===== src/rtl/core/pts_pkg.sv =====
// ----------------------------------------------------------------------------
// pts_pkg: shared types and codes for the priority tick scheduler
// Field widths, result event codes, sequencer states and the task entry
// layout.
// ----------------------------------------------------------------------------
package pts_pkg;

  localparam int unsigned ID_W   = 16;
  localparam int unsigned PRIO_W = 3;
  localparam int unsigned CYC_W  = 8;
  localparam int unsigned OCC_W  = 5;
  localparam int unsigned EV_W   = 3;

  // input command codes
  localparam logic CMD_ADD  = 1'b0;
  localparam logic CMD_TICK = 1'b1;

  // result event codes
  typedef enum logic [EV_W-1:0] {
    EV_ADDED    = 3'd0,
    EV_REJECTED = 3'd1,
    EV_SERVED   = 3'd2,
    EV_FINISHED = 3'd3,
    EV_IDLE     = 3'd4
  } event_t;

  // sequencer states
  typedef enum logic [1:0] {
    ST_IDLE   = 2'd0,
    ST_SCAN   = 2'd1,
    ST_UPDATE = 2'd2,
    ST_SHIFT  = 2'd3
  } state_t;

  // one task table entry
  typedef struct packed {
    logic [ID_W-1:0]   id;
    logic [PRIO_W-1:0] prio;
    logic [CYC_W-1:0]  rem;
  } entry_t;

endpackage


===== src/rtl/core/priority_tick_scheduler.sv =====
// ----------------------------------------------------------------------------
// priority_tick_scheduler: preemptive priority scheduler over a task table
// Tasks sit in arrival order in a single-port-read memory; one comparator
// walks the table on each tick and the same read/write ports close up the
// table when a task finishes.
// ----------------------------------------------------------------------------
// A word is taken at a rising edge with start high and busy low. Every
// accepted word gives exactly one result word, shown for one cycle with
// out_valid high; the receiver must take it then, there is no back pressure.
// An add (in_command = 0) and a tick on an empty table are handled in the
// accept cycle: busy stays low and the result shows in the next cycle, so
// such words may come back to back. A tick on a non-empty table keeps busy
// high through the scan state (one memory read and one priority compare per
// entry), the update state and, when the served task finishes and is not the
// last entry, the shift state, which closes up the table by moving each entry
// behind it down by one (one memory read and one write per cycle). The result
// shows in the cycle busy drops. The table needs no clearing after reset:
// only entries below the task count are ever used.
// ----------------------------------------------------------------------------
module priority_tick_scheduler #(
  parameter int unsigned QUEUE_DEPTH = 16
) (
  input  logic                        clk,
  input  logic                        rst_n,
  // command channel
  input  logic                        start,
  output logic                        busy,
  input  logic                        in_command,
  input  logic [pts_pkg::ID_W-1:0]    in_task_id,
  input  logic [pts_pkg::PRIO_W-1:0]  in_task_priority,
  input  logic [pts_pkg::CYC_W-1:0]   in_task_cycles,
  // result channel
  output logic                        out_valid,
  output logic [pts_pkg::EV_W-1:0]    out_event_res,
  output logic [pts_pkg::ID_W-1:0]    out_served_id,
  output logic [pts_pkg::CYC_W-1:0]   out_remaining_cycles,
  output logic [pts_pkg::OCC_W-1:0]   out_occupancy
);

  // table index and task count widths
  localparam int unsigned AW = (QUEUE_DEPTH > 1) ? $clog2(QUEUE_DEPTH) : 1;
  localparam int unsigned CW = $clog2(QUEUE_DEPTH + 1);

  // ---------------------------------------------------------------------------
  // state
  // ---------------------------------------------------------------------------
  pts_pkg::state_t state_r, state_nxt;

  logic [CW-1:0]              count_r, count_nxt;
  logic [AW-1:0]              idx_r, idx_nxt;      // entry now in rd_data_r during scan
  logic [AW-1:0]              best_pos_r, best_pos_nxt;
  logic [pts_pkg::PRIO_W-1:0] best_prio_r, best_prio_nxt;
  logic [pts_pkg::ID_W-1:0]   best_id_r, best_id_nxt;
  logic [pts_pkg::CYC_W-1:0]  best_rem_r, best_rem_nxt;

  logic                       out_valid_r, out_valid_nxt;
  pts_pkg::event_t            out_ev_r, out_ev_nxt;
  logic [pts_pkg::ID_W-1:0]   out_sid_r, out_sid_nxt;
  logic [pts_pkg::CYC_W-1:0]  out_rem_r, out_rem_nxt;
  logic [pts_pkg::OCC_W-1:0]  out_occ_r, out_occ_nxt;

  // task table memory: one write, one registered read per cycle
  pts_pkg::entry_t            mem [QUEUE_DEPTH];
  pts_pkg::entry_t            rd_data_r;
  logic [AW-1:0]              rd_addr;
  logic                       wr_en;
  logic [AW-1:0]              wr_addr;
  pts_pkg::entry_t            wr_data;

  // ---------------------------------------------------------------------------
  // decode flags
  // ---------------------------------------------------------------------------
  logic                       accept;
  logic                       tbl_full;
  logic                       tbl_empty;
  logic [CW-1:0]              last_pos;     // count - 1
  logic                       scan_take;
  logic                       scan_last;
  logic [pts_pkg::CYC_W-1:0]  dec_rem;
  logic                       upd_keep;     // task still has cycles left
  logic                       upd_tail;     // served task is the last entry
  logic                       shift_last;

  assign accept     = start && (state_r == pts_pkg::ST_IDLE);
  assign tbl_full   = (count_r == CW'(QUEUE_DEPTH));
  assign tbl_empty  = (count_r == '0);
  assign last_pos   = count_r - CW'(1);

  // strict compare keeps the earliest arrival among equal priorities
  assign scan_take  = (idx_r == '0) || (rd_data_r.prio > best_prio_r);
  assign scan_last  = (CW'(idx_r) == last_pos);

  assign dec_rem    = (best_rem_r == '0) ? '0 : best_rem_r - pts_pkg::CYC_W'(1);
  assign upd_keep   = (dec_rem != '0);
  assign upd_tail   = (CW'(best_pos_r) == last_pos);

  assign shift_last = ((CW'(idx_r) + CW'(1)) == last_pos);

  // ---------------------------------------------------------------------------
  // next state
  // ---------------------------------------------------------------------------
  always_comb begin
    state_nxt = state_r;
    case (state_r)
      pts_pkg::ST_IDLE: begin
        if (accept && (in_command == pts_pkg::CMD_TICK) && !tbl_empty) begin
          state_nxt = pts_pkg::ST_SCAN;
        end
      end
      pts_pkg::ST_SCAN: begin
        if (scan_last) begin
          state_nxt = pts_pkg::ST_UPDATE;
        end
      end
      pts_pkg::ST_UPDATE: begin
        if (upd_keep || upd_tail) begin
          state_nxt = pts_pkg::ST_IDLE;
        end else begin
          state_nxt = pts_pkg::ST_SHIFT;
        end
      end
      pts_pkg::ST_SHIFT: begin
        if (shift_last) begin
          state_nxt = pts_pkg::ST_IDLE;
        end
      end
      default: state_nxt = pts_pkg::ST_IDLE;
    endcase
  end

  // ---------------------------------------------------------------------------
  // datapath control and result words
  // ---------------------------------------------------------------------------
  always_comb begin
    count_nxt     = count_r;
    idx_nxt       = idx_r;
    best_pos_nxt  = best_pos_r;
    best_prio_nxt = best_prio_r;
    best_id_nxt   = best_id_r;
    best_rem_nxt  = best_rem_r;
    rd_addr       = idx_r + AW'(1);
    wr_en         = 1'b0;
    wr_addr       = idx_r;
    wr_data       = rd_data_r;
    out_valid_nxt = 1'b0;
    out_ev_nxt    = out_ev_r;
    out_sid_nxt   = '0;
    out_rem_nxt   = '0;

    case (state_r)
      pts_pkg::ST_IDLE: begin
        rd_addr = '0;  // entry 0 ready when the scan starts
        idx_nxt = '0;
        if (accept) begin
          out_valid_nxt = (in_command == pts_pkg::CMD_ADD) || tbl_empty;
          if (in_command == pts_pkg::CMD_ADD) begin
            if (tbl_full || (in_task_cycles == '0)) begin
              out_ev_nxt = pts_pkg::EV_REJECTED;
            end else begin
              // append at the tail; count < depth so it fits the index
              wr_en        = 1'b1;
              wr_addr      = count_r[AW-1:0];
              wr_data.id   = in_task_id;
              wr_data.prio = in_task_priority;
              wr_data.rem  = in_task_cycles;
              count_nxt    = count_r + CW'(1);
              out_ev_nxt   = pts_pkg::EV_ADDED;
            end
          end else if (tbl_empty) begin
            out_ev_nxt = pts_pkg::EV_IDLE;
          end
        end
      end

      pts_pkg::ST_SCAN: begin
        if (scan_take) begin
          best_pos_nxt  = idx_r;
          best_prio_nxt = rd_data_r.prio;
          best_id_nxt   = rd_data_r.id;
          best_rem_nxt  = rd_data_r.rem;
        end
        if (!scan_last) begin
          idx_nxt = idx_r + AW'(1);
        end
      end

      pts_pkg::ST_UPDATE: begin
        out_sid_nxt = best_id_r;
        out_rem_nxt = dec_rem;
        if (upd_keep) begin
          wr_en         = 1'b1;
          wr_addr       = best_pos_r;
          wr_data.id    = best_id_r;
          wr_data.prio  = best_prio_r;
          wr_data.rem   = dec_rem;
          out_valid_nxt = 1'b1;
          out_ev_nxt    = pts_pkg::EV_SERVED;
        end else if (upd_tail) begin
          count_nxt     = last_pos;
          out_valid_nxt = 1'b1;
          out_ev_nxt    = pts_pkg::EV_FINISHED;
        end else begin
          // close up: entry best+1 is read now, lands in best next cycle
          idx_nxt = best_pos_r;
          rd_addr = best_pos_r + AW'(1);
        end
      end

      pts_pkg::ST_SHIFT: begin
        out_sid_nxt = best_id_r;
        wr_en       = 1'b1;
        wr_addr     = idx_r;
        wr_data     = rd_data_r;
        rd_addr     = idx_r + AW'(1) + AW'(1);
        if (shift_last) begin
          count_nxt     = last_pos;
          out_valid_nxt = 1'b1;
          out_ev_nxt    = pts_pkg::EV_FINISHED;
        end else begin
          idx_nxt = idx_r + AW'(1);
        end
      end

      default: ;
    endcase

    out_occ_nxt = pts_pkg::OCC_W'(count_nxt);
  end

  // ---------------------------------------------------------------------------
  // registers
  // ---------------------------------------------------------------------------
  always_ff @(posedge clk) begin
    if (!rst_n) begin
      state_r     <= pts_pkg::ST_IDLE;
      count_r     <= '0;
      out_valid_r <= 1'b0;
    end else begin
      state_r     <= state_nxt;
      count_r     <= count_nxt;
      out_valid_r <= out_valid_nxt;
    end
  end

  always_ff @(posedge clk) begin
    idx_r       <= idx_nxt;
    best_pos_r  <= best_pos_nxt;
    best_prio_r <= best_prio_nxt;
    best_id_r   <= best_id_nxt;
    best_rem_r  <= best_rem_nxt;
    out_ev_r    <= out_ev_nxt;
    out_sid_r   <= out_sid_nxt;
    out_rem_r   <= out_rem_nxt;
    out_occ_r   <= out_occ_nxt;
  end

  // task table
  always_ff @(posedge clk) begin
    if (wr_en) begin
      mem[wr_addr] <= wr_data;
    end
    rd_data_r <= mem[rd_addr];
  end

  // ---------------------------------------------------------------------------
  // outputs
  // ---------------------------------------------------------------------------
  assign busy                 = (state_r != pts_pkg::ST_IDLE);
  assign out_valid            = out_valid_r;
  assign out_event_res        = out_ev_r;
  assign out_served_id        = out_sid_r;
  assign out_remaining_cycles = out_rem_r;
  assign out_occupancy        = out_occ_r;

endmodule


===== config.mk =====
export PLATFORM = sky130hd
export DESIGN_NAME = priority_tick_scheduler
export DESIGN_NICKNAME = d
export VERILOG_FILES = /design/src/rtl/core/pts_pkg.sv /design/src/rtl/core/priority_tick_scheduler.sv
export SDC_FILE = /design/constraint.sdc
export NUM_CORES = 1
export LEC_CHECK = 0
export BUFFER_PORTS_ARGS = -buffer_cell sky130_fd_sc_hd__clkbuf_2
export CAP_MARGIN = 20
export CORE_MARGIN = 2
export CORE_UTILIZATION = 28
export CTS_CLUSTER_DIAMETER = 30
export CTS_CLUSTER_SIZE = 10
export DETAILED_ROUTE_END_ITERATION = 16
export PLACE_DENSITY = 0.45
export RECOVER_POWER = 25
export SYNTH_ARGS = -nofsm -noshare
export SYNTH_HDL_FRONTEND = slang
export SYNTH_SLANG_ARGS = --single-unit

===== constraint.sdc =====
create_clock -name clk -period 6.1 [get_ports clk]
set_clock_uncertainty 0.2 [all_clocks]
set_input_delay 0.305 -clock clk [delete_from_list [all_inputs] [get_ports clk]]
set_output_delay 0.305 -clock clk [all_outputs]
set_load 0.02 [all_outputs]

==> impl_metrics.toml, run 1 <==
[power]
p_leak_nw = 9.10
power.share.combinational_pct = 19.3
ir_drop_uv = 229
p_int_w = 0.00986
power_frac_clock_pct = 44.3
power.switching_w = 0.00407
seqPwrFrac_pct = 36.5
p_sw_share_pct = 29.2
pwr_density_cell_nw_per_um2 = 504

[floorplanning]
dieArea_um2 = 80900
die_w_um = 284
floorplan.rows = 102
initial_core_util_pct = 28.4
core_region_area_um2 = 77600
die_y_um = 284
design.portCount = 65

[synthesis]
post-synth-top-area-fraction_pct = 64.1
synth_cell_types = 70
yosys-top-cells-area = "sky130_fd_sc_hd__edfxtp_1 64%, sky130_fd_sc_hd__dfxtp_1 5.8%, sky130_fd_sc_hd__and3_1 4.6%"
synthDominantAreaCellType = "sky130_fd_sc_hd__edfxtp_1"
ys_seq_area_share_pct = 69.9
yosys_warn_count = 0
synthesis.area_per_instance_um2 = 14.9
synth.top_cells.by_count = "470 x sky130_fd_sc_hd__edfxtp_1, 161 x sky130_fd_sc_hd__and3_1, 106 x sky130_fd_sc_hd__a2111oi_0"
netlist_area_before_placement_um2 = 22000
synth_ff_type = "sky130_fd_sc_hd__edfxtp_1"
synthesis.nets = 1527
synthesis.instances = 1481
synth-edff-count = 470
post-synth-top-count-cell = "sky130_fd_sc_hd__edfxtp_1"
postSynthRegisterBits = 534
synth_async_sr_flop_share_pct = 0

[timing]
timing.final.hold_violations = 0
hold_slack_ps = 183
maxClockFrequency_ghz = 0.207
report.final.slew_viol_count = 20
rsz0062_at_grt = "no"
setup_viol = 0
fin_tns_setup_ps = 0
maxSlewHeadroom_pct = -49.8
timing_worst_slew_pin_value_ps = 2240
post-route-period-util_pct = 79.1
timing.final.crit_period_ps = 4830

[run_status]
status = "complete, but fails checks"
violated_checks = "max-capacitance violations, max-slew violations"

[cts]
post_cts_resize_count = 0
cts.root.buffer_cell = "sky130_fd_sc_hd__clkbuf_16"
cts_tree = "yes"
max-clock-path-buffers = 3
latest_clock_arrival_within_the_worst_skew_pair_ps = 650
cts_num_sinks = 534
clk_transition_reported_paths_ps = 50
cts_made_buffers = 110
cts_h_tree_depth = 3

[final_layout]
signed_area_change_from_the_synthesized_netlist_to_the_final_layout_pct = 25.6
antenna_cells = 0
final-seq-area_um2 = 15400
final_layout_size_suffix_gt1_share_pct = 17.3
layout_net_count = 1630
number_of_inserted_filler_cells_in_the_final_layout = 7469
multiInputGateArea_um2 = 6090

[setup_path]
timing.critical_path.buf_inv = 4
cp-end-kind = "register"
critPathMaxFanout = 26
setup.worst_path.start_class = "register"
timing.critical_path.cells = "inv_1 > ha_1 > clkbuf_1 > inv_1 > a31oi_1 > a31oi_1 > nand2_2 > buf_4 > a2111oi_0 > or4_1 > o211ai_1"
critPathKind = "reg2reg"
slowest_stage = "sky130_fd_sc_hd__clkbuf_1"
required_time_at_the_worst_slack_endpoint_ps = 6420
worstPathArrival_ps = 5150
critPathTopFamily = "buffers and inverters"
cp_slowest_stage_delay_ps = 770

[worst_hold_path]
hold_class = "in2reg"

[route]
route.vias.total = 13800
first_iter_violations = 1030
detailed_routing_iteration_count_for_the_pre_antenna_repair_pass = 7
via_per_inst = 5.06
finalWirelength_um = 63900
drc_violation_count_after_routing = 0
drtAntennaViolNets = 0
drt-wirelength-per-cell_um = 23.5

[global_routing]
grt-ovfl-total = 0
grt_use_total_pct = 15.6
first_global_vias = 14100
wire_length_of_the_first_global_routing_pass_um = 95400
groute.layer.met3.usage_pct = 2.49
gr-max-usage-layer = "met2"
grt_antenna_before_repair = 1
groute.layer.met2.usage_pct = 26.0
global_route.usage.met1_pct = 20.8
largest_net_degree_at_the_start_of_global_routing = 161

[placed_design]
placement.io_buffers = 64
place_congestion = 0.825
dp_hpwl_um = 36100

[job]
number_of_max_cap_violations = 1
[placed cells by master, fill, tap and decap left out, types with 14 or more instances in the layout]
master	instances
sky130_fd_sc_hd__clkbuf_16	117
sky130_fd_sc_hd__edfxtp_1	470
sky130_fd_sc_hd__o211ai_1	29
sky130_fd_sc_hd__buf_4	34
sky130_fd_sc_hd__a2111oi_0	106
sky130_fd_sc_hd__dfxtp_1	64
sky130_fd_sc_hd__a211o_1	53
sky130_fd_sc_hd__a21oi_1	19
sky130_fd_sc_hd__a222oi_1	20
sky130_fd_sc_hd__xnor2_1	14
sky130_fd_sc_hd__clkbuf_2	30
sky130_fd_sc_hd__nor2_4	16
sky130_fd_sc_hd__inv_1	39
sky130_fd_sc_hd__clkbuf_1	55
sky130_fd_sc_hd__nor2b_1	19
sky130_fd_sc_hd__bufinv_16	16
sky130_fd_sc_hd__mux2i_1	59
sky130_fd_sc_hd__nor2_1	27
sky130_fd_sc_hd__nand2_1	24
sky130_fd_sc_hd__ha_1	15
sky130_fd_sc_hd__and3_1	161
sky130_fd_sc_hd__clkinv_2	15
sky130_fd_sc_hd__or4_1	28
sky130_fd_sc_hd__a211oi_1	55
[power groups by stage]
stage          logic [W]  clock network, W  registers [W]
4_1_cts          0.00273           0.00626        0.00507
5_1_grt          0.00295           0.00645        0.00511
6_report         0.00268           0.00616        0.00508
3_5_place_dp     0.00272                 0        0.00514
3_3_place_gp     0.00268                 0        0.00514
2_1_floorplan    0.00170                 0        0.00504
[final timing paths]
path	startpoint	end	slack (ps)	cells after the start
worst min register to register	rd_data_r[11]	best_id_r[0]	230	0
worst min-delay path	in_task_id[11]	mem[8][22]	180	3
worst max-delay path	state_r[0]	rd_data_r[1]	1270	11
worst max register to register	state_r[0]	rd_data_r[1]	1270	11
[routing by layer]
metal / vias up / wire, um
li1: 6274 / -
met1: 7078 / 29200
met2: 316 / 31000
met3: 94 / 2320
met4: 2 / 1350
met5: - / 10
[area by class of cell]
cell class / instances / share of cell area (%)
Clock buffer: 140 / 11.1
Clock inverter: 67 / 3.04
Inverter: 39 / 0.530
Multi-Input combinational cell: 784 / 22.0
Sequential cell: 534 / 55.7
Tap cell: 1040 / 4.71
Timing Repair Buffer: 115 / 2.87
[worst min-delay path, cell delays in order]
cell	delay, ps
sky130_fd_sc_hd__clkbuf_2	80
sky130_fd_sc_hd__a222oi_1	80
sky130_fd_sc_hd__inv_1	340
[kinds of logic after synthesis]
family          after synthesis  share of synthesized area [%]
buf+inv                     163                           3.27
fa+ha+maj                    15                          0.853
flops                       534                           69.9
xor+xnor                     27                           1.20
simple gates                333                           8.96
compound gates              346                           12.9
mux                          63                           2.89
[repair_timing]
item | CTS | global route
buffers inserted | 0 | 0
hold buffers | 3 | 0
setup endpoints to repair | 0 | 0
endpoints found under the hold margin | 9 | 0
[flip-flops by register name, summed over array words and instances, names as in the netlist]
| name | flops |
|---|---|
| out_event_res | 3 |
| out_served_id | 16 |
| out_valid | 1 |
| best_id_r | 16 |
| rd_data_r | 27 |
| best_prio_r | 3 |
| best_rem_r | 8 |
| best_pos_r | 4 |
| count_r | 5 |
| mem | 432 |
| out_occupancy | 5 |
| state_r | 2 |
| out_remaining_cycles | 8 |
| idx_r | 4 |
[per-stage QoR]
stage                     util, %  instance area, um2  total power (W)  std cells  setup slack, ps
after floorplan                 -               22000          0.00674       1481             1810
after global placement       30.6               23700          0.00781       2507             1460
after detailed placement     30.6               23700          0.00786       2508             1330
after CTS                    35.7               27700           0.0141       2718             1330
after global routing         35.6               27600           0.0145       2719              916
final                        35.6               27600           0.0139       2719             1270
Power figures use the tool's default switching activity.
==> run 2, diff against run 1 <==
Clock period 6.1 ns to 5 ns, I/O delays scaled along.
==> run 2 against run 1 <==
Against the previous run: the flow now finishes without violations; critical path depth is 1 higher; power is 21% higher; sequential power is 21% higher; flip-flop and latch count stayed put; final area is 0.54% higher; register-to-register slack worse by 740 ps; sequential share of layout area is 0.30 points lower; highest routed layer is now met4; first-iteration DRC count is 3.3% lower; wire length hardly changed.
==> impl_metrics.toml, run 2 (synthesis gave the netlist of run 1 again) <==
[global_routing]
grt_antenna_before_repair = 0
groute.layer.met2.usage_pct = 25.5
wire_length_of_the_first_global_routing_pass_um = 95200
groute.layer.met3.usage_pct = 2.69
largest_net_degree_at_the_start_of_global_routing = 161
global_route.usage.met1_pct = 21.0
gr-max-usage-layer = "met2"
first_global_vias = 14100
grt_use_total_pct = 15.7
grt-ovfl-total = 0

[power]
p_int_w = 0.0119
pwr_density_cell_nw_per_um2 = 607
power.share.combinational_pct = 19.4
report.power.total_w = 0.0169
seqPwrFrac_pct = 36.6
power.switching_w = 0.00492
power_frac_clock_pct = 44.0
ir_drop_uv = 318
p_leak_nw = 9.16
p_sw_share_pct = 29.2

[worst_hold_path]
hold_class = "in2reg"

[route]
drtAntennaViolNets = 0
first_iter_violations = 996
finalWirelength_um = 63900
detailed_routing_iteration_count_for_the_pre_antenna_repair_pass = 5
via_per_inst = 5.05
route.vias.total = 13800
drt-wirelength-per-cell_um = 23.4
drc_violation_count_after_routing = 0

[timing]
report.final.slew_viol_count = 0
maxSlewHeadroom_pct = 19.9
post-route-period-util_pct = 89.4
timing.final.hold_violations = 0
fin_tns_setup_ps = 0
maxClockFrequency_ghz = 0.224
timing_worst_slew_pin_value_ps = 1200
timing.final.crit_period_ps = 4470
rsz0062_at_grt = "no"
setup_viol = 0

[floorplanning]
die_y_um = 284
die_w_um = 284
design.portCount = 65
initial_core_util_pct = 28.4
dieArea_um2 = 80900
core_region_area_um2 = 77600
floorplan.rows = 102

[final_layout]
antenna_cells = 0
layout_top_registers = "mem x432, rd_data_r x27"
signed_area_change_from_the_synthesized_netlist_to_the_final_layout_pct = 26.2
layout.cells.most_common = "sky130_fd_sc_hd__edfxtp_1"
postLayoutCellArea_um2 = 27800
most-common-layout-cells = "470 x sky130_fd_sc_hd__edfxtp_1, 161 x sky130_fd_sc_hd__and3_1, 110 x sky130_fd_sc_hd__clkbuf_16"
largest_reg_by_ff_count = "mem"
largest_register_ff_count = 432
layout_net_count = 1645
final_layout_size_suffix_gt1_share_pct = 18.2
number_of_inserted_filler_cells_in_the_final_layout = 7423

[cts]
cts_tree = "yes"
clk_transition_reported_paths_ps = 50
cts-hold-fix-buffers = 4
cts_made_buffers = 110
max-clock-path-buffers = 3
latest_clock_arrival_within_the_worst_skew_pair_ps = 660
cts.root.buffer_cell = "sky130_fd_sc_hd__clkbuf_16"
cts_post_setup_buffers_inserted = 0
cts_h_tree_depth = 3
cts_num_sinks = 534
post_cts_resize_count = 0

[setup_path]
crit_path_frequent_cell = "sky130_fd_sc_hd__buf_4"
critPathKind = "reg2reg"
slowest_stage = "sky130_fd_sc_hd__or4_1"
cp-end-kind = "register"
cp_slowest_stage_delay_ps = 630
critPathMaxFanout = 25
required_time_at_the_worst_slack_endpoint_ps = 5330
setup.worst_path.start_class = "register"
timing.critical_path.cells = "inv_1 > ha_1 > nor4bb_1 > nand4_1 > o21ai_0 > buf_4 > a31oi_1 > nand2_2 > buf_4 > a2111oi_0 > or4_1 > o211ai_1"
worstPathArrival_ps = 4800

[placed_design]
place_congestion = 0.841
placement.io_buffers = 64
dp_area_um2 = 24000
dp_hpwl_um = 36100

[job]
number_of_max_cap_violations = 0

[run_status]
status = "finished, final reports clean"
[run 2: cell count changes in the layout (fill, tap and decap cells not counted), moves of 3 or more]
cell	change
sky130_fd_sc_hd__clkinv_4	+4
sky130_fd_sc_hd__clkinv_8	+3
sky130_fd_sc_hd__clkinv_2	+7
sky130_fd_sc_hd__clkbuf_1	-4
sky130_fd_sc_hd__clkbuf_16	-7
sky130_fd_sc_hd__buf_12	+11
sky130_fd_sc_hd__clkbuf_8	-3
sky130_fd_sc_hd__clkinvlp_4	+3
[run 2: path summary, 6_finish.rpt]
path                  start           end  slack, ps  cells after the start
min          in_task_id[11]    mem[2][22]         90                      3
max reg2reg   best_rem_r[0]  rd_data_r[0]        530                     12
max           best_rem_r[0]  rd_data_r[0]        530                     12
min reg2reg   rd_data_r[14]  best_id_r[3]        250                      0
[run 2: critical path: cells and delay by family (launching register included)]
family	cells	cell delay, ps
AND/OR/NAND/NOR	4	1730
AO/OA/AOI/OAI	4	890
buffers and inverters	3	770
flip-flops	1	440
adder cells (fa/ha/maj)	1	300
[run 2: area by class of cell]
class                           instances  area (um2)  area share [%]
Multi-Input combinational cell        784        6090            21.9
Clock inverter                         84        1030            3.71
Tap cell                             1040        1300            4.68
Inverter                               39         146           0.527
Sequential cell                       534       15400            55.4
Clock buffer                          124        2840            10.2
Timing Repair Buffer                  130         996            3.58
[run 2: power by group through the flow]
stage / registers [W] / logic, W / clock network, W
5_1_grt: 0.00621 / 0.00359 / 0.00777
3_3_place_gp: 0.00625 / 0.00328 / 0
6_report: 0.00617 / 0.00327 / 0.00742
4_1_cts: 0.00617 / 0.00335 / 0.00753
3_5_place_dp: 0.00625 / 0.00333 / 0
2_1_floorplan: 0.00615 / 0.00207 / 0
[run 2: layer usage]
layer / vias to the layer above / wire (um)
met5: - / 0
met4: 0 / 1330
met3: 86 / 2970
met2: 379 / 30800
met1: 7028 / 28900
li1: 6310 / -
[run 2: metrics by stage]
stage	instances	hold WS [ps]	utilization [%]	setup WS, ps
global route	2735	141	35.8	269
detailed placement	2523	236	30.9	625
finish	2735	87.7	35.8	532
CTS	2735	54.6	35.9	632
floorplan	1481	172	-	710
global placement	2522	228	30.9	656
==> run 3, diff against run 2 <==
Settings changed: PLACE_DENSITY 0.45 to 0.47.
Clock period 5 ns to 3.82 ns, I/O delays scaled along.
==> run 3 against run 2 <==
Against the previous run: largest power group unchanged; flip-flop and latch count unchanged; final cell count grew 2.1%; non-clock buffer count up 65; critical path type unchanged; die area did not move; clock power grew 26%.
==> impl_metrics.toml, run 3 (synthesis gave the netlist of run 1 again) <==
[run_status]
status = "finished, final reports clean"

[final_layout]
most-common-layout-cells = "470 x sky130_fd_sc_hd__edfxtp_1, 161 x sky130_fd_sc_hd__and3_1, 109 x sky130_fd_sc_hd__clkbuf_16"
largest_reg_by_ff_count = "mem"
layout_top_registers = "mem x432, rd_data_r x27"
final_layout_size_suffix_gt1_share_pct = 21.6
largest_register_ff_count = 432
signed_area_change_from_the_synthesized_netlist_to_the_final_layout_pct = 29.3
final_core_utilization_pct = 36.7
number_of_inserted_filler_cells_in_the_final_layout = 7424
layout.cells.most_common = "sky130_fd_sc_hd__edfxtp_1"
layout_net_count = 1706
antenna_cells = 0

[power]
p_leak_nw = 9.53
report.power.total_w = 0.0221
ir_drop_uv = 377
pwr_density_cell_nw_per_um2 = 777

[global_routing]
largest_net_degree_at_the_start_of_global_routing = 82
grt_antenna_before_repair = 0
wire_length_of_the_first_global_routing_pass_um = 96800
first_global_vias = 14300
grt_use_total_pct = 15.9
grt-ovfl-total = 0

[route]
detailed_routing_iteration_count_for_the_pre_antenna_repair_pass = 5
drt-wirelength-per-cell_um = 23.8
first_iter_violations = 1224
finalWirelength_um = 66400
via_per_inst = 5.14
route.vias.total = 14300
drc_violation_count_after_routing = 0
drtAntennaViolNets = 0

[floorplanning]
core_region_area_um2 = 77600
floorplan.rows = 102
initial_core_util_pct = 28.4
design.portCount = 65
dieArea_um2 = 80900
die_w_um = 284
die_y_um = 284

[setup_path]
cp_slowest_stage_delay_ps = 570
setup.worst_path.start_class = "register"
critPathTopFamily = "simple AND/OR/NAND/NOR gates"
slowest_stage = "sky130_fd_sc_hd__or4_1"
required_time_at_the_worst_slack_endpoint_ps = 4160
cp-end-kind = "register"
worstPathArrival_ps = 4100
timing.critical_path.cells = "inv_1 > ha_1 > nor4bb_2 > and4_1 > nand2_1 > a221oi_4 > buf_12 > and3_1 > a2111oi_0 > or4_1 > o211ai_1"
timing.critical_path.buf_inv = 2
setup.reg_to_reg.worst_slack_ps = 60
critPathMaxFanout = 81
critPathKind = "reg2reg"

[worst_hold_path]
hold_class = "in2reg"

[job]
number_of_max_cap_violations = 0

[cts]
cts_tree = "yes"
cts_made_buffers = 105
cts_h_tree_depth = 3
cts.root.buffer_cell = "sky130_fd_sc_hd__clkbuf_16"
max-clock-path-buffers = 3
latest_clock_arrival_within_the_worst_skew_pair_ps = 640
clk_transition_reported_paths_ps = 50
cts_num_sinks = 534

[timing]
rsz0062_at_grt = "yes"
timing.final.crit_period_ps = 3760
maxSlewHeadroom_pct = 29.6
worst_slack_ps = 56.9
fin_tns_setup_ps = 0
timing.final.hold_violations = 0
report.final.slew_viol_count = 0
timing_worst_slew_pin_value_ps = 1050
setup_viol = 0
maxClockFrequency_ghz = 0.266
hold_slack_ps = 56.0
post-route-period-util_pct = 98.5

[placed_design]
placement.io_buffers = 64
pre_cts_setup_slack_ps = -66.6
place_congestion = 0.872
dp_hpwl_um = 38600
[run 3: final timing paths]
kind / startpoint / to / cells after the start
setup / recovery: best_rem_r[1] / rd_data_r[19] / 11
hold / removal: in_task_id[10] / mem[1][21] / 3
setup reg to reg: best_rem_r[1] / rd_data_r[19] / 11
hold reg to reg: rd_data_r[21] / best_id_r[10] / 0
[run 3: layout make-up]
class | instances | area (um2) | share of cell area (%)
Tap cell | 1040 | 1300 | 4.57
Multi-Input combinational cell | 785 | 6160 | 21.6
Timing Repair Buffer | 195 | 1770 | 6.22
Inverter | 39 | 146 | 0.514
Clock buffer | 126 | 2810 | 9.86
Sequential cell | 534 | 15400 | 54.1
Clock inverter | 74 | 897 | 3.15
[run 3: power breakdown]
part	switching, W	internal, W
Sequential	0.000342	0.00775
Combinational	0.00310	0.00157
Clock	0.00312	0.00623
Total	0.00656	0.0156
[run 3: tightest hold or removal path: cells and delay by family]
| family | cells | cell delay [ps] |
|---|---|---|
| buf+inv | 2 | 400 |
| compound gates | 1 | 90 |
[run 3: timing repair]
action                                  in CTS  in global routing
buffers inserted                             0                 11
gates resized for setup                      1                 28
hold buffers                                 4                  0
hold endpoints to repair                    13                  0
gates cloned                                 0                  3
endpoints found under the setup margin      21                414
pin swaps                                    0                  3
[run 3: per-stage QoR]
stage               cells  area (um2)
floorplan            1481       22000
global placement     2575       24600
detailed placement   2575       24600
CTS                  2779       28300
global route         2793       28500
finish               2793       28500
[run 3: per-layer routing]
| metal | up-vias | wire [um] | GRT usage [%] |
|---|---|---|---|
| li1 | 6436 | - | - |
| met2 | 407 | 32100 | 26.2 |
| met5 | - | 0 | 0 |
| met3 | 94 | 3230 | 2.16 |
| met4 | 0 | 1330 | 5.28 |
| met1 | 7407 | 29700 | 21.7 |
